--- src/hpr_pkg.sv ---
// types, constants and reciprocal factors shared by the hsv to rgb duty pipeline
package hpr_pkg;

	localparam int HUE_W = 9;
	localparam int PCT_W = 7;
	localparam int DUTY_W = 14;
	localparam int FRAC_W = 6;
	localparam int SQ_W = 14;
	localparam int NUM_W = 20;

	localparam int DUTY_SCALE_DEF = 8192;

	localparam logic [HUE_W-1:0] HUE_MAX = 9'd360;
	localparam logic [PCT_W-1:0] PCT_MAX = 7'd100;
	localparam logic [SQ_W-1:0] PCT_SQ = 14'd10000;

	// f = floor(5*hr/3) as a multiply and shift, exact for hr below 60
	localparam logic [9:0] FRAC_MUL = 10'd855;
	localparam int FRAC_SHIFT = 9;

	// floor(x/100) for x below 2^14
	localparam logic [14:0] P_MUL = 15'd20972;
	localparam int P_SHIFT = 21;

	// floor(x/10000) for x below 2^20
	localparam logic [20:0] QT_MUL = 21'd1717987;
	localparam int QT_SHIFT = 34;

	typedef logic [2:0] sector_t;
	localparam sector_t SEC_RY = 3'd0;
	localparam sector_t SEC_YG = 3'd1;
	localparam sector_t SEC_GC = 3'd2;
	localparam sector_t SEC_CB = 3'd3;
	localparam sector_t SEC_BM = 3'd4;
	localparam sector_t SEC_MR = 3'd5;

	typedef struct packed {
		logic [HUE_W-1:0] hue;
		logic [PCT_W-1:0] saturation;
		logic [PCT_W-1:0] brightness;
	} hsv_t;

	typedef struct packed {
		logic [DUTY_W-1:0] red_duty;
		logic [DUTY_W-1:0] green_duty;
		logic [DUTY_W-1:0] blue_duty;
		logic              ok;
	} rgb_duty_t;

	typedef struct packed {
		logic              ok;
		sector_t           sector;
		logic [PCT_W-1:0]  f;
		logic [PCT_W-1:0]  s;
		logic [PCT_W-1:0]  v;
		logic [SQ_W-1:0]   pv;
	} front_t;

	typedef struct packed {
		logic              ok;
		sector_t           sector;
		logic [PCT_W-1:0]  v;
		logic [PCT_W-1:0]  p;
		logic [PCT_W-1:0]  q;
		logic [PCT_W-1:0]  t;
	} level_t;

endpackage

--- src/hpr_front.sv ---
// range check, sector split, fraction and v*(100-s), first two pipeline stages
module hpr_front (
	input  logic           clk,
	input  logic           arst_n,
	input  logic           adv,
	input  logic           in_valid,
	input  hpr_pkg::hsv_t  in_data,
	output logic           valid_s2,
	output hpr_pkg::front_t data_s2
);

	logic                          ok_c;
	logic [hpr_pkg::HUE_W-1:0]     h_c;
	hpr_pkg::sector_t              sector_c;
	logic [hpr_pkg::HUE_W-1:0]     base_c;
	logic [hpr_pkg::HUE_W-1:0]     hr_full_c;

	logic                          valid_s1;
	logic                          ok_s1;
	hpr_pkg::sector_t              sector_s1;
	logic [hpr_pkg::FRAC_W-1:0]    hr_s1;
	logic [hpr_pkg::PCT_W-1:0]     s_s1;
	logic [hpr_pkg::PCT_W-1:0]     v_s1;

	logic [15:0]                   fprod_c;
	logic [hpr_pkg::PCT_W-1:0]     sinv_c;

	always_comb begin
		ok_c = (in_data.hue <= hpr_pkg::HUE_MAX) && (in_data.saturation <= hpr_pkg::PCT_MAX)
			&& (in_data.brightness <= hpr_pkg::PCT_MAX);
		h_c = (in_data.hue == hpr_pkg::HUE_MAX) ? '0 : in_data.hue;
		if (h_c < 9'd60) begin
			sector_c = hpr_pkg::SEC_RY;
		end else if (h_c < 9'd120) begin
			sector_c = hpr_pkg::SEC_YG;
		end else if (h_c < 9'd180) begin
			sector_c = hpr_pkg::SEC_GC;
		end else if (h_c < 9'd240) begin
			sector_c = hpr_pkg::SEC_CB;
		end else if (h_c < 9'd300) begin
			sector_c = hpr_pkg::SEC_BM;
		end else begin
			sector_c = hpr_pkg::SEC_MR;
		end
		case (sector_c)
			hpr_pkg::SEC_RY: base_c = 9'd0;
			hpr_pkg::SEC_YG: base_c = 9'd60;
			hpr_pkg::SEC_GC: base_c = 9'd120;
			hpr_pkg::SEC_CB: base_c = 9'd180;
			hpr_pkg::SEC_BM: base_c = 9'd240;
			default:         base_c = 9'd300;
		endcase
		hr_full_c = h_c - base_c;
	end

	always_ff @(posedge clk or negedge arst_n) begin
		if (!arst_n) begin
			valid_s1 <= 1'b0;
			valid_s2 <= 1'b0;
		end else if (adv) begin
			valid_s1 <= in_valid;
			valid_s2 <= valid_s1;
		end
	end

	always_ff @(posedge clk) begin
		if (adv) begin
			ok_s1     <= ok_c;
			sector_s1 <= sector_c;
			hr_s1     <= hr_full_c[hpr_pkg::FRAC_W-1:0];
			s_s1      <= in_data.saturation;
			v_s1      <= in_data.brightness;
		end
	end

	assign fprod_c = 16'(hr_s1) * 16'(hpr_pkg::FRAC_MUL);
	assign sinv_c  = hpr_pkg::PCT_MAX - s_s1;

	always_ff @(posedge clk) begin
		if (adv) begin
			data_s2.ok     <= ok_s1;
			data_s2.sector <= sector_s1;
			data_s2.f      <= fprod_c[hpr_pkg::FRAC_SHIFT +: hpr_pkg::PCT_W];
			data_s2.s      <= s_s1;
			data_s2.v      <= v_s1;
			data_s2.pv     <= hpr_pkg::SQ_W'(v_s1) * hpr_pkg::SQ_W'(sinv_c);
		end
	end

endmodule

--- src/hpr_level.sv ---
// p, q and t levels in percent, stages three to five
module hpr_level (
	input  logic            clk,
	input  logic            arst_n,
	input  logic            adv,
	input  logic            valid_s2,
	input  hpr_pkg::front_t data_s2,
	output logic            valid_s5,
	output hpr_pkg::level_t data_s5
);

	logic                         valid_s3;
	logic                         valid_s4;
	logic                         ok_s3;
	logic                         ok_s4;
	hpr_pkg::sector_t             sector_s3;
	hpr_pkg::sector_t             sector_s4;
	logic [hpr_pkg::PCT_W-1:0]    v_s3;
	logic [hpr_pkg::PCT_W-1:0]    v_s4;
	logic [hpr_pkg::PCT_W-1:0]    p_s3;
	logic [hpr_pkg::PCT_W-1:0]    p_s4;
	logic [hpr_pkg::SQ_W-1:0]     fs_s3;
	logic [hpr_pkg::SQ_W-1:0]     gs_s3;
	logic [hpr_pkg::NUM_W-1:0]    qn_s4;
	logic [hpr_pkg::NUM_W-1:0]    tn_s4;

	logic [28:0]                  pprod_c;
	logic [hpr_pkg::PCT_W-1:0]    finv_c;
	logic [hpr_pkg::SQ_W-1:0]     qd_c;
	logic [hpr_pkg::SQ_W-1:0]     td_c;
	logic [40:0]                  qprod_c;
	logic [40:0]                  tprod_c;

	always_ff @(posedge clk or negedge arst_n) begin
		if (!arst_n) begin
			valid_s3 <= 1'b0;
			valid_s4 <= 1'b0;
			valid_s5 <= 1'b0;
		end else if (adv) begin
			valid_s3 <= valid_s2;
			valid_s4 <= valid_s3;
			valid_s5 <= valid_s4;
		end
	end

	// stage 3: f*s, s*(100-f), p = pv/100
	assign pprod_c = 29'(data_s2.pv) * 29'(hpr_pkg::P_MUL);
	assign finv_c  = hpr_pkg::PCT_MAX - data_s2.f;

	always_ff @(posedge clk) begin
		if (adv) begin
			ok_s3     <= data_s2.ok;
			sector_s3 <= data_s2.sector;
			v_s3      <= data_s2.v;
			p_s3      <= pprod_c[hpr_pkg::P_SHIFT +: hpr_pkg::PCT_W];
			fs_s3     <= hpr_pkg::SQ_W'(data_s2.f) * hpr_pkg::SQ_W'(data_s2.s);
			gs_s3     <= hpr_pkg::SQ_W'(data_s2.s) * hpr_pkg::SQ_W'(finv_c);
		end
	end

	// stage 4: numerators of q and t
	assign qd_c = hpr_pkg::PCT_SQ - fs_s3;
	assign td_c = hpr_pkg::PCT_SQ - gs_s3;

	always_ff @(posedge clk) begin
		if (adv) begin
			ok_s4     <= ok_s3;
			sector_s4 <= sector_s3;
			v_s4      <= v_s3;
			p_s4      <= p_s3;
			qn_s4     <= hpr_pkg::NUM_W'(v_s3) * hpr_pkg::NUM_W'(qd_c);
			tn_s4     <= hpr_pkg::NUM_W'(v_s3) * hpr_pkg::NUM_W'(td_c);
		end
	end

	// stage 5: divide by 10000
	assign qprod_c = 41'(qn_s4) * 41'(hpr_pkg::QT_MUL);
	assign tprod_c = 41'(tn_s4) * 41'(hpr_pkg::QT_MUL);

	always_ff @(posedge clk) begin
		if (adv) begin
			data_s5.ok     <= ok_s4;
			data_s5.sector <= sector_s4;
			data_s5.v      <= v_s4;
			data_s5.p      <= p_s4;
			data_s5.q      <= qprod_c[hpr_pkg::QT_SHIFT +: hpr_pkg::PCT_W];
			data_s5.t      <= tprod_c[hpr_pkg::QT_SHIFT +: hpr_pkg::PCT_W];
		end
	end

endmodule

--- src/hpr_duty.sv ---
// sector color pick and percent to duty scaling, stages six and seven
module hpr_duty #(
	parameter int DUTY_SCALE = hpr_pkg::DUTY_SCALE_DEF
) (
	input  logic               clk,
	input  logic               arst_n,
	input  logic               adv,
	input  logic               valid_s5,
	input  hpr_pkg::level_t    data_s5,
	output logic               valid_s7,
	output hpr_pkg::rgb_duty_t data_s7
);

	localparam int PW = $clog2(100 * DUTY_SCALE + 1);
	localparam int K = PW + 7;
	localparam int RW = K + hpr_pkg::DUTY_W;
	localparam longint unsigned RECIP = ((64'd1 << K) + 64'd99) / 64'd100;

	logic [hpr_pkg::PCT_W-1:0] r_c;
	logic [hpr_pkg::PCT_W-1:0] g_c;
	logic [hpr_pkg::PCT_W-1:0] b_c;

	logic          valid_s6;
	logic          ok_s6;
	logic [PW-1:0] rx_s6;
	logic [PW-1:0] gx_s6;
	logic [PW-1:0] bx_s6;

	logic [RW-1:0] rq_c;
	logic [RW-1:0] gq_c;
	logic [RW-1:0] bq_c;

	always_comb begin
		case (data_s5.sector)
			hpr_pkg::SEC_RY: begin
				r_c = data_s5.v; g_c = data_s5.t; b_c = data_s5.p;
			end
			hpr_pkg::SEC_YG: begin
				r_c = data_s5.q; g_c = data_s5.v; b_c = data_s5.p;
			end
			hpr_pkg::SEC_GC: begin
				r_c = data_s5.p; g_c = data_s5.v; b_c = data_s5.t;
			end
			hpr_pkg::SEC_CB: begin
				r_c = data_s5.p; g_c = data_s5.q; b_c = data_s5.v;
			end
			hpr_pkg::SEC_BM: begin
				r_c = data_s5.t; g_c = data_s5.p; b_c = data_s5.v;
			end
			default: begin
				r_c = data_s5.v; g_c = data_s5.p; b_c = data_s5.q;
			end
		endcase
	end

	always_ff @(posedge clk or negedge arst_n) begin
		if (!arst_n) begin
			valid_s6 <= 1'b0;
			valid_s7 <= 1'b0;
		end else if (adv) begin
			valid_s6 <= valid_s5;
			valid_s7 <= valid_s6;
		end
	end

	always_ff @(posedge clk) begin
		if (adv) begin
			ok_s6 <= data_s5.ok;
			rx_s6 <= PW'(r_c) * PW'(DUTY_SCALE);
			gx_s6 <= PW'(g_c) * PW'(DUTY_SCALE);
			bx_s6 <= PW'(b_c) * PW'(DUTY_SCALE);
		end
	end

	// divide by 100 through the reciprocal, low duty bits kept
	assign rq_c = RW'(rx_s6) * RW'(RECIP);
	assign gq_c = RW'(gx_s6) * RW'(RECIP);
	assign bq_c = RW'(bx_s6) * RW'(RECIP);

	always_ff @(posedge clk) begin
		if (adv) begin
			data_s7.ok         <= ok_s6;
			data_s7.red_duty   <= ok_s6 ? rq_c[K +: hpr_pkg::DUTY_W] : '0;
			data_s7.green_duty <= ok_s6 ? gq_c[K +: hpr_pkg::DUTY_W] : '0;
			data_s7.blue_duty  <= ok_s6 ? bq_c[K +: hpr_pkg::DUTY_W] : '0;
		end
	end

endmodule

--- src/hsv_percent_to_rgb_duty.sv ---
// top level of the hsv percent to rgb pwm duty converter
// Converts hue (degrees) with saturation and value (percent) into three PWM duties, one
// item per clock cycle while out_ready is high, through a seven-stage pipeline. The whole
// pipeline advances together: it moves whenever the output register is empty or its item
// is being taken, so in_ready follows out_ready while the output holds an item. Items with
// hue above 360 or saturation or value above 100 come out with ok low and all duties zero;
// hue 360 equals hue 0. Each duty is pct*DUTY_SCALE/100 truncated, keeping the low 14 bits.
module hsv_percent_to_rgb_duty #(
	parameter int DUTY_SCALE = hpr_pkg::DUTY_SCALE_DEF
) (
	input  logic               clk,
	input  logic               arst_n,
	input  logic               in_valid,
	output logic               in_ready,
	input  hpr_pkg::hsv_t      in_data,
	output logic               out_valid,
	input  logic               out_ready,
	output hpr_pkg::rgb_duty_t out_data
);

	logic            adv;
	logic            valid_s2;
	logic            valid_s5;
	hpr_pkg::front_t data_s2;
	hpr_pkg::level_t data_s5;

	// the pipeline moves when the last stage is empty or drains this cycle
	assign adv      = !out_valid || out_ready;
	assign in_ready = adv;

	hpr_front u_front (
		.clk      (clk),
		.arst_n   (arst_n),
		.adv      (adv),
		.in_valid (in_valid),
		.in_data  (in_data),
		.valid_s2 (valid_s2),
		.data_s2  (data_s2)
	);

	hpr_level u_level (
		.clk      (clk),
		.arst_n   (arst_n),
		.adv      (adv),
		.valid_s2 (valid_s2),
		.data_s2  (data_s2),
		.valid_s5 (valid_s5),
		.data_s5  (data_s5)
	);

	hpr_duty #(
		.DUTY_SCALE (DUTY_SCALE)
	) u_duty (
		.clk      (clk),
		.arst_n   (arst_n),
		.adv      (adv),
		.valid_s5 (valid_s5),
		.data_s5  (data_s5),
		.valid_s7 (out_valid),
		.data_s7  (out_data)
	);

endmodule
--- config.mk ---
export PLATFORM = sky130hd
export DESIGN_NAME = hsv_percent_to_rgb_duty
export DESIGN_NICKNAME = d
export VERILOG_FILES = /design/src/hpr_pkg.sv /design/src/hpr_front.sv /design/src/hpr_level.sv /design/src/hpr_duty.sv /design/src/hsv_percent_to_rgb_duty.sv
export SDC_FILE = /design/constraint.sdc
export NUM_CORES = 2
export LEC_CHECK = 0
export ABC_AREA = 1
export BUFFER_PORTS_ARGS = -buffer_cell sky130_fd_sc_hd__buf_2
export CAP_MARGIN = 20
export CORE_ASPECT_RATIO = 0.9
export CORE_UTILIZATION = 35
export CTS_CLUSTER_DIAMETER = 200
export CTS_CLUSTER_SIZE = 12
export DETAILED_ROUTE_END_ITERATION = 10
export SKIP_LAST_GASP = 1
export SYNTH_ARGS = -nofsm -noshare
export SYNTH_HDL_FRONTEND = slang
export SYNTH_SLANG_ARGS = --single-unit
--- constraint.sdc ---
create_clock -name clk -period 23.7 [get_ports clk]
set_input_delay 4.74 -clock clk [delete_from_list [all_inputs] [get_ports clk]]
set_output_delay 4.74 -clock clk [all_outputs]
set_load 0.02 [all_outputs]
==> impl_metrics.py <==
metrics = {
    "timing": {
        "rsz0062_at_grt": "false",
        "fin_crit_sh_pct": 43.6,
        "finalHoldViolCount": 0,
        "setup_viol": 0,
        "worstMarginPinSlew_ps": 861,
        "slew_violations": 0,
        "setup_slack_ps": 13380,
        "relSlewSlack_pct": 42.6,
        "fmax_mhz": 96.9,
        "post-route-min-period_ps": 10330,
        "fin_skew_ps": 33.6,
        "tns_ps": 0,
    },
    "cts": {
        "cts_made_buffers": 26,
        "cts_setup_buffers": 0,
        "h-tree-depth": 1,
        "cts_buffer_depth": 3,
        "clkTransAtPathRegs_ps": 70,
        "clock_latency_ps": 610,
        "cts_tree": "done",
        "holdBufCountCts": 0,
        "clock-sinks": 269,
        "cts_root_buf": "clkbuf_16",
        "post_cts_resized": 0,
    },
    "critical_path": {
        "crit_family": "simple AND/OR/NAND/NOR gates",
        "rr_startpoint": "u_level.tn_s4[7]",
        "cp-end-kind": "primary output",
        "critPathLaunchType": "input pin",
        "timing.critical_path.mode_cell": "buf_2",
        "path_buf_inv": 3,
        "cp_slowest_stage_delay_ps": 420,
        "critPathLaunch": "out_ready",
        "reg2reg_depth": 21,
        "critical_path_class": "input pin to primary output",
        "worstPathArrival_ps": 5590,
        "setup.worst_path.end": "in_ready",
        "worstPathCellList": "buf_2 -> inv_1 -> nand2_4 -> buf_2",
        "r2r_end": "u_level.data_s5[4]",
        "path_depth": 4,
        "cp.required_ps": 18960,
        "cp_slowest_cell": "nand2_4",
        "path_max_fanout": 46,
        "r2r_slack_ps": 17480,
    },
    "finish": {
        "area_growth_pct": 6.71,
        "antennaDiodeCount": 0,
        "final_cell_mix": "inv_1, nand2_1, ha_1",
        "drive_gt1_share_pct": 2.68,
        "filler_cell_count": 14300,
        "final_area_um2": 52600,
        "nets": 7509,
        "layout.cells.most_common": "inv_1",
        "finalCoreUtilization_pct": 37.6,
    },
    "placement": {
        "hpwl_um": 97900,
        "portBuffers": 71,
        "place_area_um2": 51900,
        "dp_slack_ps": 13320,
        "gp_congestion": 0.921,
    },
    "yosys": {
        "synth_top_family_by_area": "adder cells",
        "async_reset_ff_share_pct": 2.60,
        "yosys.area_share.simple_pct": 17.0,
        "ys_seq_area_share_pct": 16.3,
        "synth-edff-count": 262,
        "ys_warn_count": 0,
        "synth_nets": 7439,
        "syn_inst": 5892,
        "synth_area_um2": 49300,
        "synth-compound-area-share_pct": 4.71,
        "synth_cell_type_count": 50,
        "synthAdderAreaFrac_pct": 48.4,
        "synth_xor_area_share_pct": 1.63,
        "yosys_register_bits": 269,
        "ys.flop_type": "edfxtp_1",
        "avgSynthCellArea_um2": 8.36,
        "synthMuxAreaShare_pct": 0.0685,
    },
    "grt": {
        "grt_use_total_pct": 16.0,
        "grt_max_degree": 66,
        "grt_pass1_vias": 37000,
        "overflow": 0,
        "grt_pass1_wl_um": 187000,
        "antenna_found_initial": 2,
    },
    "routing": {
        "ant_nets": 0,
        "maxUsedRoutingLayer": "met4",
        "routedWlPerCell_um": 14.4,
        "drt-pass1-iter-count": 7,
        "drt-total-wl_um": 112000,
        "drcViolationCount": 0,
        "met1Wirelength_um": 55400,
        "wl_met3_um": 3860,
        "wl_met2_um": 51600,
        "drt_iter0_drc": 1834,
        "vias": 36500,
        "via_per_inst": 4.67,
    },
    "floorplanning": {
        "die_area_um2": 142000,
        "io_pins": 72,
        "design.core.area_um2": 140000,
        "start_util_pct": 35.3,
        "die_h_um": 358,
        "row_count": 130,
        "die_x_um": 398,
    },
    "worst_hold_path": {
        "hp-class": "register to register",
    },
    "flow_run": {
        "drv_cap": 0,
    },
    "status": {
        "status": "finished clean",
    },
}
-- synthesized netlist by cell type (all sizes together) (2+ instances only) --
cell type,n,area share [%]
fa,646,26
buf,10,0.13
or2,27,0.35
nor4,4,0.051
nand3b,11,0.17
o21a,2,0.030
nand4,63,0.80
o21ai,111,1.2
nand2,1221,9.3
o31ai,4,0.061
a31oi,9,0.11
a21o,5,0.076
a21boi,5,0.076
nor3b,7,0.12
clkbuf,32,0.24
inv,1507,11
nor3,42,0.43
xnor2,20,0.36
o211ai,6,0.10
edfxtp,262,16
ha,874,22
o2111ai,15,0.27
xor2,72,1.3
a22oi,4,0.061
a21oi,231,2.3
and3,2,0.025
and2,10,0.13
mux2,3,0.069
nor2,426,3.3
o21bai,26,0.40
nand3,225,2.3
dfrtp,7,0.36
-- flip-flops by register name, indices dropped and copies added, names as in the netlist, 13 cells and up --
signal,flops
u_level.gs_s3,14
u_front.data_s2,39
u_level.tn_s4,20
u_level.data_s5,32
u_duty.data_s7,43
u_level.qn_s4,19
u_level.fs_s3,13
-- layer usage --
metal | up-vias | track usage (%)
li1 | 18400 | -
met1 | 17400 | 22.8
met2 | 600 | 26.8
met3 | 87 | 1.53
met4 | 0 | 2.13
met5 | - | 0
-- cell families (layout without fill, tap and decap cells) --
group | Yosys count | count (layout)
flip-flops | 269 | 269
XOR/XNOR | 92 | 92
AO/OA/AOI/OAI | 420 | 420
adder cells (fa/ha/maj) | 1520 | 1520
AND/OR/NAND/NOR | 2038 | 2038
buffers and inverters | 1550 | 1631
multiplexers | 3 | 3
-- cell type report --
type,count,area [µm²],share of cell area (%)
clock inverters,2,25.0,0.0476
clock buffers,37,692,1.32
multi-input cells,4073,35400,67.3
inverters,1508,5660,10.8
flip-flops and latches,269,8040,15.3
repair buffers,84,453,0.861
well taps,1848,2310,4.40
-- metrics by stage --
step           std cells  hold WS (ps)
2_1_floorplan       5892           400
3_3_place_gp        7782           405
3_5_place_dp        7782           405
4_1_cts             7821           415
5_1_grt             7821           424
6_report            7821           412
-- how the worst min path moves through the flow --
stage | slack, ps | end | cells after the start | start
after global routing | 420 | u_level.sector_s3[0] | 0 | u_front.data_s2[35]
after global placement | 400 | u_level.data_s5[27] | 0 | u_level.v_s4[6]
after CTS | 420 | u_level.p_s4[3] | 0 | u_level.p_s3[3]
after detailed placement | 400 | u_level.data_s5[23] | 0 | u_level.v_s4[2]
final | 410 | u_level.p_s4[3] | 0 | u_level.p_s3[3]
after floorplan | 400 | u_duty.ok_s6 | 0 | u_level.data_s5[31]
Power is left out: the tool's default activity adds up to more than one toggle a clock period on the data nets, which glitch-free logic cannot reach.
